$ cat config.mk
export PLATFORM = sky130hd
export DESIGN_NAME = sha256_message_hasher_core
export DESIGN_NICKNAME = d
export VERILOG_FILES = /design/src/design/sha_pkg.sv /design/src/design/sha256_message_hasher_core.sv /design/src/design/sha_cmd_queue.sv /design/src/design/sha_engine.sv
export SDC_FILE = /design/constraint.sdc
export NUM_CORES = 2
export LEC_CHECK = 0
export BUFFER_PORTS_ARGS = -buffer_cell sky130_fd_sc_hd__buf_4
export CAP_MARGIN = 20
export CORE_MARGIN = 3
export CORE_UTILIZATION = 45
export CTS_CLUSTER_SIZE = 28
export DETAILED_ROUTE_END_ITERATION = 10
export SLEW_MARGIN = 25
export SYNTH_ARGS = -nofsm -noshare
export SYNTH_HDL_FRONTEND = slang
export SYNTH_HIERARCHICAL = 1
export SYNTH_SLANG_ARGS = --single-unit
$ cat constraint.sdc
create_clock -name clk -period 19.05 [get_ports clk]
set_input_delay 0.9525 -clock clk [delete_from_list [all_inputs] [get_ports clk]]
set_output_delay 0.9525 -clock clk [all_outputs]
set_load 0.02 [all_outputs]
$ cat src/design/sha_pkg.sv
`timescale 1ns / 1ps
package sha_pkg;

	typedef enum logic [2:0] {
		ST_IDLE,
		ST_ROUND,
		ST_ADD,
		ST_PAD,
		ST_EMIT
	} eng_state_t;

	typedef struct packed {
		logic       is_end;
		logic [7:0] data;
	} cmd_t;

	localparam int CmdQDepth = 2;
	localparam int CmdQAw    = 1;

	localparam logic [7:0] PAD_MARK = 8'h80;

	function automatic logic [31:0] init_word(input logic [2:0] i);
		logic [31:0] r;
		unique case (i)
			3'd0: r = 32'h6A09E667;
			3'd1: r = 32'hBB67AE85;
			3'd2: r = 32'h3C6EF372;
			3'd3: r = 32'hA54FF53A;
			3'd4: r = 32'h510E527F;
			3'd5: r = 32'h9B05688C;
			3'd6: r = 32'h1F83D9AB;
			default: r = 32'h5BE0CD19;
		endcase
		return r;
	endfunction

	function automatic logic [31:0] round_const(input logic [5:0] t);
		logic [31:0] k [64];
		k = '{
			32'h428A2F98, 32'h71374491, 32'hB5C0FBCF, 32'hE9B5DBA5,
			32'h3956C25B, 32'h59F111F1, 32'h923F82A4, 32'hAB1C5ED5,
			32'hD807AA98, 32'h12835B01, 32'h243185BE, 32'h550C7DC3,
			32'h72BE5D74, 32'h80DEB1FE, 32'h9BDC06A7, 32'hC19BF174,
			32'hE49B69C1, 32'hEFBE4786, 32'h0FC19DC6, 32'h240CA1CC,
			32'h2DE92C6F, 32'h4A7484AA, 32'h5CB0A9DC, 32'h76F988DA,
			32'h983E5152, 32'hA831C66D, 32'hB00327C8, 32'hBF597FC7,
			32'hC6E00BF3, 32'hD5A79147, 32'h06CA6351, 32'h14292967,
			32'h27B70A85, 32'h2E1B2138, 32'h4D2C6DFC, 32'h53380D13,
			32'h650A7354, 32'h766A0ABB, 32'h81C2C92E, 32'h92722C85,
			32'hA2BFE8A1, 32'hA81A664B, 32'hC24B8B70, 32'hC76C51A3,
			32'hD192E819, 32'hD6990624, 32'hF40E3585, 32'h106AA070,
			32'h19A4C116, 32'h1E376C08, 32'h2748774C, 32'h34B0BCB5,
			32'h391C0CB3, 32'h4ED8AA4A, 32'h5B9CCA4F, 32'h682E6FF3,
			32'h748F82EE, 32'h78A5636F, 32'h84C87814, 32'h8CC70208,
			32'h90BEFFFA, 32'hA4506CEB, 32'hBEF9A3F7, 32'hC67178F2
		};
		return k[t];
	endfunction

	function automatic logic [31:0] rotr(input logic [31:0] x, input int n);
		return (x >> n) | (x << (32 - n));
	endfunction

endpackage

$ cat src/design/sha256_message_hasher_core.sv
`timescale 1ns / 1ps
// channel | ports                        | handshake
// input   | kind, byte_value             | push / full
// result  | digest_word, word_index, last_word | pop / empty
// a data word is taken while idle; a word that fills a block runs 64 rounds before the next word is taken
// an end word pads and compresses one or two blocks before the eight result words appear
// results are held in the chaining registers and leave one per pop
// a two-entry queue decouples the input from the round engine
// arst_n restores the initial hash values and clears the bit counter
module sha256_message_hasher_core (
	input  logic        clk,
	input  logic        arst_n,
	input  logic        push,
	output logic        full,
	input  logic        kind,
	input  logic [7:0]  byte_value,
	output logic        empty,
	input  logic        pop,
	output logic [31:0] digest_word,
	output logic [2:0]  word_index,
	output logic        last_word
);
	import sha_pkg::*;

	cmd_t in_cmd, head;
	logic q_empty, take;

	assign in_cmd.is_end = kind;
	assign in_cmd.data   = byte_value;

	sha_cmd_queue u_queue (
		.clk(clk), .arst_n(arst_n), .push(push), .push_cmd(in_cmd), .full(full),
		.pop(take), .head_cmd(head), .empty(q_empty)
	);

	sha_engine u_engine (
		.clk(clk), .arst_n(arst_n), .cmd(head), .cmd_valid(!q_empty), .cmd_take(take),
		.digest_word(digest_word), .word_index(word_index), .last_word(last_word),
		.empty(empty), .pop(pop)
	);
endmodule

$ cat src/design/sha_cmd_queue.sv
`timescale 1ns / 1ps
module sha_cmd_queue (
	input  logic          clk,
	input  logic          arst_n,
	input  logic          push,
	input  sha_pkg::cmd_t push_cmd,
	output logic          full,
	input  logic          pop,
	output sha_pkg::cmd_t head_cmd,
	output logic          empty
);
	import sha_pkg::*;

	cmd_t              slot_q [CmdQDepth];
	logic [CmdQAw-1:0] wr_q, rd_q;
	logic [CmdQAw:0]   cnt_q;
	logic              do_push, do_pop;

	assign full     = (cnt_q == (CmdQAw+1)'(CmdQDepth));
	assign empty    = (cnt_q == '0);
	assign do_push  = push && !full;
	assign do_pop   = pop && !empty;
	assign head_cmd = slot_q[rd_q];

	always_ff @(posedge clk or negedge arst_n) begin
		if (!arst_n) begin
			wr_q  <= '0;
			rd_q  <= '0;
			cnt_q <= '0;
		end else begin
			if (do_push) wr_q <= wr_q + 1'b1;
			if (do_pop) rd_q <= rd_q + 1'b1;
			cnt_q <= cnt_q + (CmdQAw+1)'(do_push) - (CmdQAw+1)'(do_pop);
		end
	end

	always_ff @(posedge clk) begin
		if (do_push) slot_q[wr_q] <= push_cmd;
	end

	assert property (@(posedge clk) disable iff (!arst_n) cnt_q <= (CmdQAw+1)'(CmdQDepth))
		else $error("queue count overflow");
	assert property (@(posedge clk) disable iff (!arst_n) (pop && !empty && !push) |=> !full)
		else $error("full after pop");
	assert property (@(posedge clk) disable iff (!arst_n) empty |-> (wr_q == rd_q))
		else $error("pointers differ while empty");
endmodule

$ cat src/design/sha_engine.sv
`timescale 1ns / 1ps
module sha_engine (
	input  logic          clk,
	input  logic          arst_n,
	input  sha_pkg::cmd_t cmd,
	input  logic          cmd_valid,
	output logic          cmd_take,
	output logic [31:0]   digest_word,
	output logic [2:0]    word_index,
	output logic          last_word,
	output logic          empty,
	input  logic          pop
);
	import sha_pkg::*;

	eng_state_t  state_q, state_d;
	logic [31:0] h_q [8];
	logic [31:0] v_q [8];
	logic [31:0] w_q [16];
	logic [63:0] len_q;
	logic [5:0]  t_q;
	logic [2:0]  idx_q;
	logic        final_q;
	logic        pad2_q;
	logic [5:0]  used;
	logic [31:0] wt, s0, s1, t1, t2, w_new;
	logic        take_data, take_end, round_last;

	assign used = len_q[8:3];
	assign round_last = (t_q == 6'd63);

	always_comb begin
		s0 = rotr(w_q[1], 7) ^ rotr(w_q[1], 18) ^ (w_q[1] >> 3);
		s1 = rotr(w_q[14], 17) ^ rotr(w_q[14], 19) ^ (w_q[14] >> 10);
		w_new = w_q[0] + s0 + w_q[9] + s1;
		wt = w_q[0];
		t1 = v_q[7] + (rotr(v_q[4], 6) ^ rotr(v_q[4], 11) ^ rotr(v_q[4], 25))
			+ ((v_q[4] & v_q[5]) ^ (~v_q[4] & v_q[6])) + round_const(t_q) + wt;
		t2 = (rotr(v_q[0], 2) ^ rotr(v_q[0], 13) ^ rotr(v_q[0], 22))
			+ ((v_q[0] & v_q[1]) ^ (v_q[0] & v_q[2]) ^ (v_q[1] & v_q[2]));
	end

	always_comb begin
		state_d = state_q;
		unique case (state_q)
			ST_IDLE: begin
				if (cmd_valid && !cmd.is_end && used == 6'd63) state_d = ST_ROUND;
				else if (cmd_valid && cmd.is_end) state_d = ST_PAD;
			end
			ST_PAD:   state_d = ST_ROUND;
			ST_ROUND: if (round_last) state_d = ST_ADD;
			ST_ADD: begin
				if (pad2_q) state_d = ST_PAD;
				else if (final_q) state_d = ST_EMIT;
				else state_d = ST_IDLE;
			end
			ST_EMIT:  if (pop && idx_q == 3'd7) state_d = ST_IDLE;
			default:  state_d = ST_IDLE;
		endcase
	end

	always_comb begin
		take_data = (state_q == ST_IDLE) && cmd_valid && !cmd.is_end;
		take_end  = (state_q == ST_IDLE) && cmd_valid && cmd.is_end;
		cmd_take  = take_data || take_end;
		empty     = (state_q != ST_EMIT);
		digest_word = h_q[idx_q];
		word_index  = idx_q;
		last_word   = (idx_q == 3'd7);
	end

	always_ff @(posedge clk or negedge arst_n) begin
		if (!arst_n) begin
			state_q <= ST_IDLE;
			len_q   <= '0;
			t_q     <= '0;
			idx_q   <= '0;
			final_q <= 1'b0;
			pad2_q  <= 1'b0;
			for (int i = 0; i < 8; i++) h_q[i] <= init_word(3'(i));
			for (int i = 0; i < 8; i++) v_q[i] <= '0;
		end else begin
			state_q <= state_d;
			unique case (state_q)
				ST_IDLE: begin
					t_q <= '0;
					if (take_data) begin
						len_q <= len_q + 64'd8;
						for (int i = 0; i < 8; i++) v_q[i] <= h_q[i];
					end
					if (take_end) begin
						final_q <= 1'b1;
						pad2_q  <= (used >= 6'd56);
					end
				end
				ST_PAD: begin
					t_q <= '0;
					for (int i = 0; i < 8; i++) v_q[i] <= h_q[i];
				end
				ST_ROUND: begin
					v_q[7] <= v_q[6];
					v_q[6] <= v_q[5];
					v_q[5] <= v_q[4];
					v_q[4] <= v_q[3] + t1;
					v_q[3] <= v_q[2];
					v_q[2] <= v_q[1];
					v_q[1] <= v_q[0];
					v_q[0] <= t1 + t2;
					t_q <= t_q + 6'd1;
				end
				ST_ADD: begin
					for (int i = 0; i < 8; i++) h_q[i] <= h_q[i] + v_q[i];
					idx_q  <= '0;
					pad2_q <= 1'b0;
				end
				ST_EMIT: begin
					if (pop) begin
						idx_q <= idx_q + 3'd1;
						if (idx_q == 3'd7) begin
							final_q <= 1'b0;
							len_q   <= '0;
							for (int i = 0; i < 8; i++) h_q[i] <= init_word(3'(i));
						end
					end
				end
				default: ;
			endcase
		end
	end

	// message schedule as a 16-word shift line, loaded bytewise then rolled per round
	always_ff @(posedge clk) begin
		if (take_data) begin
			w_q[used[5:2]] <= (w_q[used[5:2]] & ~(32'hFF << (8 * (3 - used[1:0]))))
				| (32'(cmd.data) << (8 * (3 - used[1:0])));
		end else if (take_end) begin
			for (int i = 0; i < 16; i++) begin
				if (6'(i * 4) > used) w_q[i] <= '0;
				else if (6'(i * 4 + 3) >= used) begin
					w_q[i] <= (w_q[i] & ~(32'hFFFFFFFF >> (8 * used[1:0])))
						| (32'(PAD_MARK) << (8 * (3 - used[1:0])));
				end
			end
		end else if (state_q == ST_ADD && pad2_q) begin
			for (int i = 0; i < 16; i++) w_q[i] <= '0;
		end else if (state_q == ST_PAD && !pad2_q) begin
			w_q[14] <= len_q[63:32];
			w_q[15] <= len_q[31:0];
		end else if (state_q == ST_ROUND) begin
			for (int i = 0; i < 15; i++) w_q[i] <= w_q[i+1];
			w_q[15] <= w_new;
		end
	end

	assert property (@(posedge clk) disable iff (!arst_n)
		(state_q == ST_ROUND && !round_last) |=> state_q == ST_ROUND)
		else $error("round sequence broken");
	assert property (@(posedge clk) disable iff (!arst_n) (state_q == ST_EMIT) |-> final_q)
		else $error("emit without end word");
	assert property (@(posedge clk) disable iff (!arst_n) cmd_take |-> cmd_valid)
		else $error("take without queued word");
endmodule

==> qor.yml <==
dpl.hpwl_um: 254000
crit-reg2reg-launch: "u_engine/t_q[1]"
finalCritPeriodShare_pct: 51.6
finalSetupViolCount: 0
gr-total-overflow: 0
start_util_pct: 45.4
die-area_um2: 188000
io_buffers: 50
maxSlewHeadroom_pct: 22.7
cts_root_buffer: "clkbuf_16"
skew_ps: 76.8
drc_errors: 0
synthCells: 9106
finalNonFillerCells: 11317
final_area_um2: 89500
multiInputGateArea_um2: 50300
ant_nets: 0
first_pass_iters: 9
synth_flop_cell: "dfrtp_1"
syn2layout_area_growth_pct: 8.75
crit_arrival_ps: 10590
ios: 51
drive_above_1_share_pct: 11.2
grt_pass1_vias: 71325
grt_util_all_layers_pct: 36.7
fin_util_pct: 49.3
rsz0062_at_grt: "no"
ys_async_sr_fraction_pct: 52.7
cts-resized-gates: 0
yosys-top-cells-area: "dfrtp_1, edfxtp_1, dfxtp_1, mux4_2, ha_1"
hp-class: "in2async"
ys_warn_count: 6
cp_slowest_stage_delay_ps: 610
worst_slew_pin_slew_ps: 1160
die_h_um: 434
crit_type: "reg2reg"
num_rows: 156
cts_setup_buffers: 0
rr_endpoint: "u_engine/v_q[255]"
grt_pass1_wl_um: 506000
antenna_found_initial: 10
crit_fanout: 18
clkLatencyLatePin_ps: 860
final_nets: 9428
syn_avg_cell_area_um2: 9.03
cts_htree_levels: 4
setup_tns_ps: 0
cts_tree: "done"
cts_inserted_buffers: 139
path_clk_slew_ps: 60
die_w_um: 434
yosysSeqAreaShare_pct: 34.4
regArea_um2: 28300
drv_cap: 0
synth_edf_count: 274
cts_hold_buffers: 0
syn_area_um2: 82300
clkSinkCount: 1121
synth_top_area_cell: "dfrtp_1"
clockBufferDepth: 3
hold_violations: 0
wire_per_inst_um: 31.2
n_fill_cell: 16974
max_freq_mhz: 102
via_per_inst: 6.61
synth_fp_nets: 9713
drt_iter0_markers: 9623
critPathMostFrequentCell: "inv_1"
synth_cell_types: 112
place.gp.congestion: 1.06
dpl_cell_area_um2: 84700
drv_slew: 0
dr_total_vias: 74811
required_ps: 19810
dp.cells: 11047
critical-path-slowest-cell: "fa_1"
r2r_setup_slack_ps: 9220
grt_max_degree: 234
outcome: "finished clean"
min_period_ps: 9830
startpoint_type: "register"
ys_ff_latch: 1121
end_kind: "register"
routed_wl_um: 353000
coreArea_um2: 181000
ff2ff_path_depth: 36
yosys.area.top_type_share_pct: 13.8
worst max path at each step:
stage	from	end	slack, ps	depth (start not counted)
2_1_floorplan	u_engine/t_q[1]	u_engine/v_q[255]	10420	39
3_3_place_gp	u_engine/t_q[1]	u_engine/v_q[255]	9190	36
3_5_place_dp	u_engine/t_q[1]	u_engine/v_q[255]	9280	36
4_1_cts	u_engine/t_q[1]	u_engine/v_q[255]	9290	36
5_1_grt	u_engine/t_q[1]	u_engine/v_q[255]	8720	36
6_report	u_engine/t_q[1]	u_engine/v_q[255]	9220	36
layout make-up:
class / count / share of cell area [%]
repair buffers: 233 / 2.09
clock inverters: 47 / 0.673
diodes: 7 / 0.0196
well taps: 2370 / 3.31
clock buffers: 213 / 4.54
multi-input cells: 6965 / 56.2
flip-flops and latches: 1121 / 31.7
inverters: 361 / 1.51
critical path: cells and delay by family, from the launching register on:
| kind | cells | cell delay, ps |
|---|---|---|
| xor+xnor | 2 | 580 |
| compound gates | 18 | 4360 |
| simple gates | 6 | 1250 |
| flops | 1 | 370 |
| buf+inv | 4 | 460 |
| fa+ha+maj | 6 | 2760 |
synthesized netlist by cell type (57+ instances only):
cell type and n:
nor2_1 937, nand2_1 913, o21ai_0 774, a21oi_1 719, clkbuf_1 526, dfrtp_1 455
ha_1 399, xnor2_1 373, inv_1 356, edfxtp_1 274, dfxtp_1 256, xor2_1 250
a31oi_1 249, a21o_1 237, a22oi_1 230, mux4_2 224, fa_1 195, nand3_1 164
dfstp_2 136, nor3_1 125, a222oi_1 114, a221oi_1 69, mux2_2 69, o21a_1 68
nand2b_1 64, nor2b_1 61, buf_1 60, buf_2 57
metrics by stage:
step,hold slack [ps],worst slack [ps]
finish,153,9220
global route,223,8720
global placement,449,9190
CTS,187,9290
detailed placement,460,9280
floorplan,441,10420
layer usage:
metal	part of all wire (%)	track usage [%]	vias up
li1	-	-	32556
met1	37	44.2	36904
met2	45	57.8	4221
met3	9.0	7.68	1124
met4	9.0	28.1	6
met5	0.011	0	-
cell families (layout without fill, tap and decap cells):
logic type | after synthesis | in the layout | synth area share [%]
AO/OA/AOI/OAI | 2930 | 2930 | 22.7
AND/OR/NAND/NOR | 2488 | 2488 | 13.0
flip-flops | 1121 | 1121 | 34.4
buffers and inverters | 1020 | 854 | 4.82
XOR/XNOR | 625 | 625 | 6.68
adder cells (fa/ha/maj) | 597 | 597 | 10.9
multiplexers | 325 | 325 | 7.47
other | 0 | 7 | 0
placed cells by master (no fill, tap or decap), drive strengths merged, types with 69 or more instances in the layout:
master and n:
nor3 137, nand3 164, mux4 224, a31oi 250, a21o 237, dfxtp 256
o21ai 811, a221oi 70, a21oi 720, dfstp 136, ha 399, inv 365
fa 195, nand2 914, a222oi 114, nor2 940, xnor2 374, xor2 250
edfxtp 274, buf 233, a22oi 233, mux2 69, dfrtp 455, clkbuf 213
flip-flops by register name (all words and copies together), names as in the netlist:
signal / flops
u_engine/final_q: 1
u_engine/h_q: 256
u_engine/len_q: 61
u_engine/pad2_q: 1
u_engine/state_q: 3
u_engine/t_q: 6
u_engine/v_q: 256
u_engine/w_q: 512
u_engine/word_index: 3
u_queue/cnt_q: 2
u_queue/rd_q: 1
u_queue/slot_q: 18
u_queue/wr_q: 1
Power is left out: the tool's default activity adds up to more than one toggle a clock period on the data nets, which glitch-free logic cannot reach.
